[src/hdl/ichk_pkg.sv]
// Package: shared types, register indexes, mode codes and the end-around-carry adder.
`timescale 1ns / 1ps

package ichk_pkg;

   // Register indexes on the configuration port
   localparam logic [2:0] CSR_MODE        = 3'd0;
   localparam logic [2:0] CSR_INITIAL_SUM = 3'd1;
   localparam logic [2:0] CSR_SOURCE_ADDR = 3'd2;
   localparam logic [2:0] CSR_DEST_ADDR   = 3'd3;
   localparam logic [2:0] CSR_PROTOCOL    = 3'd4;
   localparam logic [2:0] CSR_SWAP_RESULT = 3'd5;

   localparam int CSR_INDEX_WIDTH = 3;
   localparam int CSR_DATA_WIDTH  = 32;

   // Mode codes
   localparam logic [1:0] MODE_PARTIAL    = 2'd0;
   localparam logic [1:0] MODE_COMPLEMENT = 2'd1;
   localparam logic [1:0] MODE_PSEUDO     = 2'd2;

   localparam logic [1:0]  MODE_RESET  = MODE_COMPLEMENT;
   localparam logic [15:0] WORD_ONES   = 16'hFFFF;
   localparam logic [15:0] COUNT_LIMIT = 16'hFFFF;

   typedef struct packed {
      logic [7:0] data_byte;
      logic       last_byte;
   } req_type;

   typedef struct packed {
      logic [15:0] checksum;
      logic        length_overflow;
   } rsp_type;

   typedef struct packed {
      logic [1:0]  mode;
      logic [15:0] initial_sum;
      logic [31:0] source_address;
      logic [31:0] destination_address;
      logic [7:0]  protocol_number;
      logic        swap_result;
   } csr_type;

   // Per-packet result controls carried down the finishing pipeline
   typedef struct packed {
      logic complement;
      logic swap;
      logic overflow;
   } fin_ctl_type;

   // Packet transaction handed from the byte accumulator to the finisher
   typedef struct packed {
      logic [15:0] data_sum;
      logic [31:0] source_address;
      logic [31:0] destination_address;
      logic [7:0]  protocol_number;
      logic [15:0] byte_count;
      fin_ctl_type ctl;
   } fin_type;

   // Ones' complement add with the carry folded back in
   function automatic logic [15:0] add_folded(input logic [15:0] a, input logic [15:0] b);
      logic [16:0] s;
      s = {1'b0, a} + {1'b0, b};
      return s[15:0] + {15'd0, s[16]};
   endfunction

endpackage

[src/hdl/internet_checksum_pseudo_header_top.sv]
// Top level: Internet checksum over a byte stream with optional IPv4 pseudo header.
// Throughput: one byte per clock with no gap between packets, unless the result path stalls.
// After the last byte is accepted, the result passes the input register, capture stage,
//   two pseudo header fold stages and result register; a stalled output holds it back.
// Only the byte marked last produces a result transaction.
// Reset (synchronous): clears valid flags and packet state; mode returns to 1, other regs to 0.
`timescale 1ns / 1ps

module internet_checksum_pseudo_header_top (
   input  logic                                  clock,
   input  logic                                  reset,
   input  logic                                  req_valid,
   output logic                                  req_stall,
   input  ichk_pkg::req_type                     req_data,
   output logic                                  rsp_valid,
   input  logic                                  rsp_stall,
   output ichk_pkg::rsp_type                     rsp_data,
   input  logic                                  csr_wr_en,
   input  logic [ichk_pkg::CSR_INDEX_WIDTH-1:0]  csr_index,
   input  logic [ichk_pkg::CSR_DATA_WIDTH-1:0]   csr_wdata
);

   ichk_pkg::csr_type cfg;
   ichk_pkg::fin_type fin_data;
   logic              fin_valid;
   logic              fin_ready;

   ichk_csr u_csr (
      .clock     (clock),
      .reset     (reset),
      .csr_wr_en (csr_wr_en),
      .csr_index (csr_index),
      .csr_wdata (csr_wdata),
      .cfg       (cfg)
   );

   ichk_accum u_accum (
      .clock     (clock),
      .reset     (reset),
      .req_valid (req_valid),
      .req_stall (req_stall),
      .req_data  (req_data),
      .cfg       (cfg),
      .fin_valid (fin_valid),
      .fin_ready (fin_ready),
      .fin_data  (fin_data)
   );

   ichk_finish u_finish (
      .clock     (clock),
      .reset     (reset),
      .fin_valid (fin_valid),
      .fin_ready (fin_ready),
      .fin_data  (fin_data),
      .rsp_valid (rsp_valid),
      .rsp_stall (rsp_stall),
      .rsp_data  (rsp_data)
   );

endmodule

[src/hdl/ichk_csr.sv]
// Configuration registers written through the plain write port.
`timescale 1ns / 1ps

module ichk_csr (
   input  logic                                  clock,
   input  logic                                  reset,
   input  logic                                  csr_wr_en,
   input  logic [ichk_pkg::CSR_INDEX_WIDTH-1:0]  csr_index,
   input  logic [ichk_pkg::CSR_DATA_WIDTH-1:0]   csr_wdata,
   output ichk_pkg::csr_type                     cfg
);

   ichk_pkg::csr_type cfg_ff;
   ichk_pkg::csr_type cfg_in;

   // Decode the write
   always_comb begin
      cfg_in = cfg_ff;
      if (csr_wr_en) begin
         unique case (csr_index)
            ichk_pkg::CSR_MODE:        cfg_in.mode                = csr_wdata[1:0];
            ichk_pkg::CSR_INITIAL_SUM: cfg_in.initial_sum         = csr_wdata[15:0];
            ichk_pkg::CSR_SOURCE_ADDR: cfg_in.source_address      = csr_wdata;
            ichk_pkg::CSR_DEST_ADDR:   cfg_in.destination_address = csr_wdata;
            ichk_pkg::CSR_PROTOCOL:    cfg_in.protocol_number     = csr_wdata[7:0];
            ichk_pkg::CSR_SWAP_RESULT: cfg_in.swap_result         = csr_wdata[0];
            default:                   cfg_in = cfg_ff;
         endcase
      end
   end

   always_ff @(posedge clock) begin
      if (reset) begin
         cfg_ff.mode                <= ichk_pkg::MODE_RESET;
         cfg_ff.initial_sum         <= '0;
         cfg_ff.source_address      <= '0;
         cfg_ff.destination_address <= '0;
         cfg_ff.protocol_number     <= '0;
         cfg_ff.swap_result         <= 1'b0;
      end else begin
         cfg_ff <= cfg_in;
      end
   end

   assign cfg = cfg_ff;

endmodule

[src/hdl/ichk_accum.sv]
// Input register, per-byte word pairing and accumulation, packet capture stage.
`timescale 1ns / 1ps

module ichk_accum (
   input  logic                clock,
   input  logic                reset,
   input  logic                req_valid,
   output logic                req_stall,
   input  ichk_pkg::req_type   req_data,
   input  ichk_pkg::csr_type   cfg,
   output logic                fin_valid,
   input  logic                fin_ready,
   output ichk_pkg::fin_type   fin_data
);

   logic              in_valid_ff, in_valid_in;
   ichk_pkg::req_type in_data_ff, in_data_in;

   logic [15:0] acc_ff, acc_in;
   logic [15:0] count_ff, count_in;
   logic [7:0]  held_ff, held_in;
   logic        held_valid_ff, held_valid_in;
   logic        sat_ff, sat_in;

   logic              fin_valid_ff, fin_valid_in;
   ichk_pkg::fin_type fin_data_ff, fin_data_in;

   logic        s1_ready;
   logic        s0_go;
   logic        s0_last_go;
   logic        at_limit;
   logic [15:0] base_sum;
   logic [15:0] pair_word;
   logic [15:0] pair_sum;
   logic [15:0] count_next;
   logic        sat_next;
   logic        pseudo_on;

   // Handshake across the input register
   assign s1_ready   = !fin_valid_ff || fin_ready;
   assign s0_go      = in_valid_ff && (!in_data_ff.last_byte || s1_ready);
   assign s0_last_go = s0_go && in_data_ff.last_byte;
   assign req_stall  = in_valid_ff && !s0_go;

   always_comb begin
      in_valid_in = in_valid_ff;
      in_data_in  = in_data_ff;
      if (req_valid && !req_stall) begin
         in_valid_in = 1'b1;
         in_data_in  = req_data;
      end else if (s0_go) begin
         in_valid_in = 1'b0;
      end
   end

   // Pair bytes into words and add them; first byte starts from the initial sum
   assign at_limit   = (count_ff == ichk_pkg::COUNT_LIMIT);
   assign base_sum   = (count_ff == 16'd0) ? cfg.initial_sum : acc_ff;
   assign pair_word  = held_valid_ff ? {held_ff, in_data_ff.data_byte}
                                     : {in_data_ff.data_byte, 8'h00};
   assign pair_sum   = ichk_pkg::add_folded(base_sum, pair_word);
   assign count_next = at_limit ? count_ff : count_ff + 16'd1;
   assign sat_next   = sat_ff || at_limit;
   assign pseudo_on  = (cfg.mode == ichk_pkg::MODE_PSEUDO);

   always_comb begin
      acc_in        = acc_ff;
      count_in      = count_ff;
      held_in       = held_ff;
      held_valid_in = held_valid_ff;
      sat_in        = sat_ff;
      if (s0_go) begin
         if (in_data_ff.last_byte) begin
            // Packet done: clear for the next one
            acc_in        = '0;
            count_in      = '0;
            held_in       = '0;
            held_valid_in = 1'b0;
            sat_in        = 1'b0;
         end else begin
            count_in = count_next;
            sat_in   = sat_next;
            if (held_valid_ff) begin
               acc_in        = pair_sum;
               held_in       = '0;
               held_valid_in = 1'b0;
            end else begin
               acc_in        = base_sum;
               held_in       = in_data_ff.data_byte;
               held_valid_in = 1'b1;
            end
         end
      end
   end

   // Capture the packet transaction; pseudo header terms are zero outside pseudo mode
   always_comb begin
      fin_valid_in = fin_valid_ff;
      fin_data_in  = fin_data_ff;
      if (s1_ready) begin
         fin_valid_in = s0_last_go;
         if (s0_last_go) begin
            fin_data_in.data_sum            = pair_sum;
            fin_data_in.source_address      = pseudo_on ? cfg.source_address : '0;
            fin_data_in.destination_address = pseudo_on ? cfg.destination_address : '0;
            fin_data_in.protocol_number     = pseudo_on ? cfg.protocol_number : '0;
            fin_data_in.byte_count          = pseudo_on ? count_next : '0;
            fin_data_in.ctl.complement      = (cfg.mode != ichk_pkg::MODE_PARTIAL);
            fin_data_in.ctl.swap            = cfg.swap_result;
            fin_data_in.ctl.overflow        = sat_next;
         end
      end
   end

   always_ff @(posedge clock) begin
      if (reset) begin
         in_valid_ff   <= 1'b0;
         acc_ff        <= '0;
         count_ff      <= '0;
         held_ff       <= '0;
         held_valid_ff <= 1'b0;
         sat_ff        <= 1'b0;
         fin_valid_ff  <= 1'b0;
      end else begin
         in_valid_ff   <= in_valid_in;
         acc_ff        <= acc_in;
         count_ff      <= count_in;
         held_ff       <= held_in;
         held_valid_ff <= held_valid_in;
         sat_ff        <= sat_in;
         fin_valid_ff  <= fin_valid_in;
      end
   end

   always_ff @(posedge clock) begin
      in_data_ff  <= in_data_in;
      fin_data_ff <= fin_data_in;
   end

   assign fin_valid = fin_valid_ff;
   assign fin_data  = fin_data_ff;

`ifndef SYNTHESIS
   // Before saturation, a held byte waits exactly when the byte count is odd
   assert property (@(posedge clock) disable iff (reset)
      !sat_ff |-> (held_valid_ff == count_ff[0]))
      else $error("held byte flag out of step with byte count");

   // Saturation only ever happens at the count limit
   assert property (@(posedge clock) disable iff (reset)
      sat_ff |-> (count_ff == ichk_pkg::COUNT_LIMIT))
      else $error("saturated flag set below count limit");

   // Closing a packet leaves clean per-packet state
   assert property (@(posedge clock) disable iff (reset)
      s0_last_go |=> (count_ff == 16'd0) && !held_valid_ff && !sat_ff && (acc_ff == 16'd0))
      else $error("packet state not cleared after last byte");

   // A finished packet is never dropped while the capture stage is full
   assert property (@(posedge clock) disable iff (reset)
      (fin_valid_ff && !fin_ready) |=> fin_valid_ff)
      else $error("capture stage lost a packet transaction");
`endif

endmodule

[src/hdl/ichk_finish.sv]
// Pseudo header fold, complement, byte swap and result register.
`timescale 1ns / 1ps

module ichk_finish (
   input  logic                clock,
   input  logic                reset,
   input  logic                fin_valid,
   output logic                fin_ready,
   input  ichk_pkg::fin_type   fin_data,
   output logic                rsp_valid,
   input  logic                rsp_stall,
   output ichk_pkg::rsp_type   rsp_data
);

   logic                  s2_valid_ff, s2_valid_in;
   logic [15:0]           p_src_ff, p_src_in;
   logic [15:0]           p_dst_ff, p_dst_in;
   logic [15:0]           p_len_ff, p_len_in;
   logic [15:0]           d_sum_ff, d_sum_in;
   ichk_pkg::fin_ctl_type s2_ctl_ff, s2_ctl_in;

   logic                  s3_valid_ff, s3_valid_in;
   logic [15:0]           q_ff, q_in;
   logic [15:0]           r_ff, r_in;
   ichk_pkg::fin_ctl_type s3_ctl_ff, s3_ctl_in;

   logic              rsp_valid_ff, rsp_valid_in;
   ichk_pkg::rsp_type rsp_data_ff, rsp_data_in;

   logic        out_ready;
   logic        s3_ready;
   logic        s2_ready;
   logic [15:0] total;
   logic [15:0] folded;

   // Per-stage ready; a bubble never blocks
   assign out_ready = !rsp_valid_ff || !rsp_stall;
   assign s3_ready  = !s3_valid_ff || out_ready;
   assign s2_ready  = !s2_valid_ff || s3_ready;
   assign fin_ready = s2_ready;

   // First level: fold address halves and protocol with length
   always_comb begin
      s2_valid_in = s2_valid_ff;
      p_src_in    = p_src_ff;
      p_dst_in    = p_dst_ff;
      p_len_in    = p_len_ff;
      d_sum_in    = d_sum_ff;
      s2_ctl_in   = s2_ctl_ff;
      if (s2_ready) begin
         s2_valid_in = fin_valid;
         p_src_in    = ichk_pkg::add_folded(fin_data.source_address[31:16],
                                            fin_data.source_address[15:0]);
         p_dst_in    = ichk_pkg::add_folded(fin_data.destination_address[31:16],
                                            fin_data.destination_address[15:0]);
         p_len_in    = ichk_pkg::add_folded({8'd0, fin_data.protocol_number},
                                            fin_data.byte_count);
         d_sum_in    = fin_data.data_sum;
         s2_ctl_in   = fin_data.ctl;
      end
   end

   // Second level: pair the partial sums
   always_comb begin
      s3_valid_in = s3_valid_ff;
      q_in        = q_ff;
      r_in        = r_ff;
      s3_ctl_in   = s3_ctl_ff;
      if (s3_ready) begin
         s3_valid_in = s2_valid_ff;
         q_in        = ichk_pkg::add_folded(p_src_ff, p_dst_ff);
         r_in        = ichk_pkg::add_folded(p_len_ff, d_sum_ff);
         s3_ctl_in   = s2_ctl_ff;
      end
   end

   // Last level: final add, optional complement and optional byte swap
   assign total  = ichk_pkg::add_folded(q_ff, r_ff);
   assign folded = s3_ctl_ff.complement ? (total ^ ichk_pkg::WORD_ONES) : total;

   always_comb begin
      rsp_valid_in = rsp_valid_ff;
      rsp_data_in  = rsp_data_ff;
      if (out_ready) begin
         rsp_valid_in                = s3_valid_ff;
         rsp_data_in.checksum        = s3_ctl_ff.swap ? {folded[7:0], folded[15:8]} : folded;
         rsp_data_in.length_overflow = s3_ctl_ff.overflow;
      end
   end

   always_ff @(posedge clock) begin
      if (reset) begin
         s2_valid_ff  <= 1'b0;
         s3_valid_ff  <= 1'b0;
         rsp_valid_ff <= 1'b0;
      end else begin
         s2_valid_ff  <= s2_valid_in;
         s3_valid_ff  <= s3_valid_in;
         rsp_valid_ff <= rsp_valid_in;
      end
   end

   always_ff @(posedge clock) begin
      p_src_ff    <= p_src_in;
      p_dst_ff    <= p_dst_in;
      p_len_ff    <= p_len_in;
      d_sum_ff    <= d_sum_in;
      s2_ctl_ff   <= s2_ctl_in;
      q_ff        <= q_in;
      r_ff        <= r_in;
      s3_ctl_ff   <= s3_ctl_in;
      rsp_data_ff <= rsp_data_in;
   end

   assign rsp_valid = rsp_valid_ff;
   assign rsp_data  = rsp_data_ff;

endmodule
[config.mk]
export PLATFORM = sky130hd
export DESIGN_NAME = internet_checksum_pseudo_header_top
export DESIGN_NICKNAME = d
export VERILOG_FILES = /design/src/hdl/ichk_pkg.sv /design/src/hdl/internet_checksum_pseudo_header_top.sv /design/src/hdl/ichk_csr.sv /design/src/hdl/ichk_accum.sv /design/src/hdl/ichk_finish.sv
export SDC_FILE = /design/constraint.sdc
export NUM_CORES = 1
export LEC_CHECK = 0
export BUFFER_PORTS_ARGS = -buffer_cell sky130_fd_sc_hd__buf_2
export CAP_MARGIN = 15
export CORE_MARGIN = 2
export CORE_UTILIZATION = 30
export DETAILED_ROUTE_END_ITERATION = 12
export GPL_ROUTABILITY_DRIVEN = 0
export SYNTH_ARGS = -nofsm -noshare
export SYNTH_HDL_FRONTEND = slang
export SYNTH_SLANG_ARGS = --single-unit
[constraint.sdc]
create_clock -name clock -period 4.65 [get_ports clock]
set_input_delay 0.93 -clock clock [delete_from_list [all_inputs] [get_ports clock]]
set_output_delay 0.93 -clock clock [all_outputs]
set_load 0.01 [all_outputs]
==> impl.org <==
** Routing
- Wires add up to 48450 um.
- Via/cell ratio :: 5.022
- For this run, design rule violations remaining after detail routing come to 0.
- The detailed router finished its first iteration with 1139 violations.
- In this run the remaining antenna-violating nets after routing total 0.
- In the final routed layout, each cell accounts on average for 16.04 um.
- The first detailed-routing pass ran for 6 iterations.
- The routed layout has around 15k vias.

** Place
- Post-detailed-placement half-perimeter wirelength :: about 36000 um
- At the placement stage, the worst setup path has a slack of -0.1350 ns.
- Number of buffer cells added on primary ports :: between 60 and 70

** Setup path
- Depth of the worst register-to-register path :: 25
- Among the stages of the critical path, the cell type that occurs most often is sky130_fd_sc_hd__ha_4.
- Worst reg2reg path startpoint :: u_accum.count_ff[0]$_SDFFE_PP0P_
- Cell at the slowest stage of the critical path :: sky130_fd_sc_hd__or4_4
- Required time worst endpoint :: approximately 5.1 ns
- In this run the register-to-register setup slack is 0.03 ns.
- CP Class :: flip-flop to flip-flop
- Of all nets on the critical path, the largest fanout is 6.
- Sort of element at the start of the critical path :: flip-flop
- STA puts the critical path data arrival time at 5.11 ns.
- In this run the critical register-to-register path is captured at u_accum.acc_ff[13]$_SDFFE_PP0P_.
- STA classifies the critical path endpoint as a flip-flop.
- Delay of the slowest cell on the worst path :: 0.54 ns

** Power
- In this run the power density over the cells is 377.4 nW/um^2.
- Net switching share of the total power :: 0.2802
- Power share of the combinational group :: 0.192
- Internal Dissipation :: ~6.4 mW
- The share of total power dissipated in sequential elements is 0.431.
- Net Switching :: 2.506 mW
- IR analysis of the VDD net gives a maximum drop of 0.2704 mV.
- The share of total power dissipated in the clock network is 0.377.
- Leakage power figure :: 9.024 nW

** Clock tree
- Insertion delay to the later sink of the worst-skew pair :: 0.58 ns
- Clock root buffer :: sky130_fd_sc_hd__clkbuf_16
- TritonCTS created 43 clock buffers.
- For this design, the sink count on the clock tree is ~370.
- TritonCTS clock tree :: built
- Number of hold buffers added after CTS :: 0
- Clock edge transition at the registers on the reported setup and hold paths :: 0.06 ns
- Max Root-Sink Buffers :: 3
- In this run the number of H-tree levels came out at 2.

** Synthesis
- In the synthesized netlist the dominant register cell turns out to be sky130_fd_sc_hd__edfxtp_1.
- Post-synthesis sequential area ratio :: 0.4776
- Asr flop ratio synth :: 0
- Synthesis warning total :: 0
- Unique masters post-synth :: 91
- Syn nets :: 2210
- Avg Cell Area, Syn :: 10.11 um^2
- Count of flip-flops with a built-in enable after synthesis :: 235
- In this run, synthesis produced a sequential element count of 373.
- Post-synth design cell area :: 20560 um^2
- After technology mapping, the gate count stands at 2033.

** GRT
- Number of antenna violations at the first check in global routing :: 0
- Global route overflow :: 0
- Vias in the first global route :: 14.58k
- Largest net degree at the start of global routing :: 65
- Global-route wire length before repair :: 76890 um
- For this run, the total global-route usage over all layers was measured as 0.1348.

** Die
- Die area :: 70640 um^2
- Number of cell rows :: 95
- During I/O placement, the number of pins put on the boundary was 68.
- Measured along the y axis, the die boundary spans 265.8 um.
- Initial core utilization :: 0.3045
- The die is 265.8 um wide.
- Core region area :: 67510 um^2

** Hold path
- Counting instances, the worst hold path has a depth of 0.
- The tightest min-delay check is of the flip-flop to flip-flop type.
- Hold Crit Endpoint :: u_finish.s3_ctl_ff[1]$_DFFE_PP_
- In this run the most critical hold path is launched from u_finish.s2_ctl_ff[1]$_DFFE_PP_.

** STA
- Timing would allow up to 216.3 MHz.
- Final hold violations :: 0
- Count of endpoints failing setup in the final report :: 0
- The max-slew violation total from the final report was 0.
- For the pin with the worst max-slew slack, the measured transition is 1.072 ns.
- Ratio of final minimum period to clock period :: 0.9944
- Summed over all failing endpoints, the final setup total negative slack is 0 ns.
- Setup repair after global routing could not meet its margin everywhere.
- The worst path needs 4.624 ns of the cycle, external delays included.
- Clock skew on the completed layout was measured at 0.02584 ns.
- Worst Slack Setup Final :: 0.02615 ns
- Headroom to the max-slew limit came out at 0.2668.

** Final layout
- Fraction of layout cells with a size suffix above 1 :: 0.1280
- Filler Cell Count :: approximately 6.8k
- Number of diodes :: 0
- Synthesis-to-layout area growth :: 15.25%
- Final nets :: 2290

** Run
- Max-cap violation count :: 0

** Status
- The flow ran to the end, and the final reports show no timing, DRC or antenna violations.
[registers in the layout, summed over array words and instances (netlist names), 9 cells and up]
signal / count
u_finish.p_dst_ff: 16
u_accum.count_ff: 16
u_finish.d_sum_ff: 16
u_accum.in_data_ff: 9
u_finish.p_len_ff: 16
u_accum.acc_ff: 16
u_finish.p_src_ff: 16
u_accum.fin_data: 107
u_finish.q_ff: 16
u_finish.r_ff: 16
u_finish.rsp_data: 17
u_csr.cfg: 91
[through the flow]
step | hold WS [ns] | utilization | cell area (um^2) | instances | power, mW
finish | 0.4124 | 0.3509 | 23690 | 3021 | 8.943
detailed placement | 0.4117 | 0.3264 | 22040 | 2934 | 5.624
CTS | 0.4090 | 0.3483 | 23520 | 3016 | 9.048
global placement | 0.4062 | 0.3264 | 22040 | 2934 | 5.596
floorplan | 0.4003 | - | 20610 | 2033 | 5.187
global route | 0.4165 | 0.3509 | 23690 | 3021 | 9.395
[repair_timing]
item                                    CTS  global route
pin swaps                                 6            26
buffers inserted                          2             5
endpoints found under the setup margin   10            19
gates resized for setup                   6            28
[critical path, delay by kind of cell (launching register included)]
family / cells / cell delay, ns
flops: 1 / 0.36
buf+inv: 3 / 0.28
mux: 1 / 0.21
simple gates: 9 / 1.84
fa+ha+maj: 4 / 0.84
compound gates: 8 / 1.00
[cell usage after synthesis (10+ instances only)]
library cell / number / area (um^2)
sky130_fd_sc_hd__a211oi_1: 22 / 165.2
sky130_fd_sc_hd__a21o_1: 35 / 262.8
sky130_fd_sc_hd__a21oi_1: 174 / 870.8
sky130_fd_sc_hd__a22oi_1: 24 / 180.2
sky130_fd_sc_hd__and2_1: 91 / 569.3
sky130_fd_sc_hd__and3_1: 23 / 143.9
sky130_fd_sc_hd__clkbuf_1: 66 / 247.7
sky130_fd_sc_hd__dfxtp_1: 138 / 2763
sky130_fd_sc_hd__edfxtp_1: 235 / 7057
sky130_fd_sc_hd__ha_1: 121 / 1514
sky130_fd_sc_hd__inv_1: 39 / 146.4
sky130_fd_sc_hd__mux2_2: 23 / 259.0
sky130_fd_sc_hd__mux2i_1: 10 / 100.1
sky130_fd_sc_hd__nand2_1: 265 / 994.7
sky130_fd_sc_hd__nand2b_1: 17 / 106.4
sky130_fd_sc_hd__nand3_1: 42 / 210.2
sky130_fd_sc_hd__nand4_1: 20 / 125.1
sky130_fd_sc_hd__nor2_1: 155 / 581.8
sky130_fd_sc_hd__nor2b_1: 14 / 87.58
sky130_fd_sc_hd__nor3_1: 42 / 210.2
sky130_fd_sc_hd__nor4_1: 11 / 68.82
sky130_fd_sc_hd__o21a_1: 18 / 135.1
sky130_fd_sc_hd__o21ai_0: 60 / 300.3
sky130_fd_sc_hd__o21bai_1: 11 / 82.58
sky130_fd_sc_hd__or2_2: 11 / 68.82
sky130_fd_sc_hd__xnor2_1: 122 / 1069
sky130_fd_sc_hd__xor2_1: 72 / 630.6
[worst max-delay path by stage]
stage / start / to / cells after the start
4_1_cts: u_accum.count_ff[0]$_SDFFE_PP0P_ / u_accum.acc_ff[13]$_SDFFE_PP0P_ / 25
3_5_place_dp: u_accum.count_ff[0]$_SDFFE_PP0P_ / u_accum.acc_ff[13]$_SDFFE_PP0P_ / 25
3_3_place_gp: u_accum.count_ff[0]$_SDFFE_PP0P_ / u_accum.fin_data[105]$_DFFE_PP_ / 24
6_report: u_accum.count_ff[0]$_SDFFE_PP0P_ / u_accum.acc_ff[13]$_SDFFE_PP0P_ / 25
5_1_grt: u_accum.count_ff[0]$_SDFFE_PP0P_ / u_accum.acc_ff[13]$_SDFFE_PP0P_ / 25
2_1_floorplan: u_accum.count_ff[0]$_SDFFE_PP0P_ / u_accum.acc_ff[13]$_SDFFE_PP0P_ / 25
[power groups by stage]
stage | logic, mW | clock network, mW | registers, mW
final | 1.72 | 3.37 | 3.85
after global routing | 1.91 | 3.61 | 3.87
after CTS | 1.71 | 3.48 | 3.86
after detailed placement | 1.70 | 0 | 3.93
after global placement | 1.67 | 0 | 3.93
after floorplan | 1.26 | 0 | 3.93
[cell families after synthesis]
family	after synthesis	share of synthesized area
multiplexers	33	0.01747
XOR/XNOR	196	0.08490
buffers and inverters	117	0.02252
flip-flops	373	0.4776
adder cells (fa/ha/maj)	128	0.08046
AND/OR/NAND/NOR	740	0.1747
AO/OA/AOI/OAI	446	0.1423
[cell type report]
type	count	area (um^2)	share of cell area
clock buffer	51	1136	0.04795
tap	873	1092	0.04610
clock inverter	29	302.8	0.01278
multi-input combinational	1543	10490	0.4425
inverter	39	151.4	0.006390
sequential	373	9823	0.4146
timing repair buffer	113	703.2	0.02968
[layout by cell type (no fill, tap or decap), drive strengths merged, types with 36 or more instances in the layout]
master  synthesis  final
ha            121    121
nor3           43     43
a21o           36     36
buf            12    113
edfxtp        235    235
clkbuf         66     51
nor2          155    155
dfxtp         138    138
a21oi         176    176
inv            39     44
nand3          43     43
nand2         265    265
xor2           72     72
o21ai          63     63
and2           91     91
xnor2         122    122
[routing by layer]
metal / share of wire / vias up / track usage
li1: - / 7511 / -
met1: 0.46 / 7184 / 0.1829
met2: 0.45 / 374 / 0.2142
met3: 0.053 / 103 / 0.02181
met4: 0.037 / 0 / 0.05405
met5: 0 / - / 0
No activity file was read; power rests on OpenSTA's default activity.
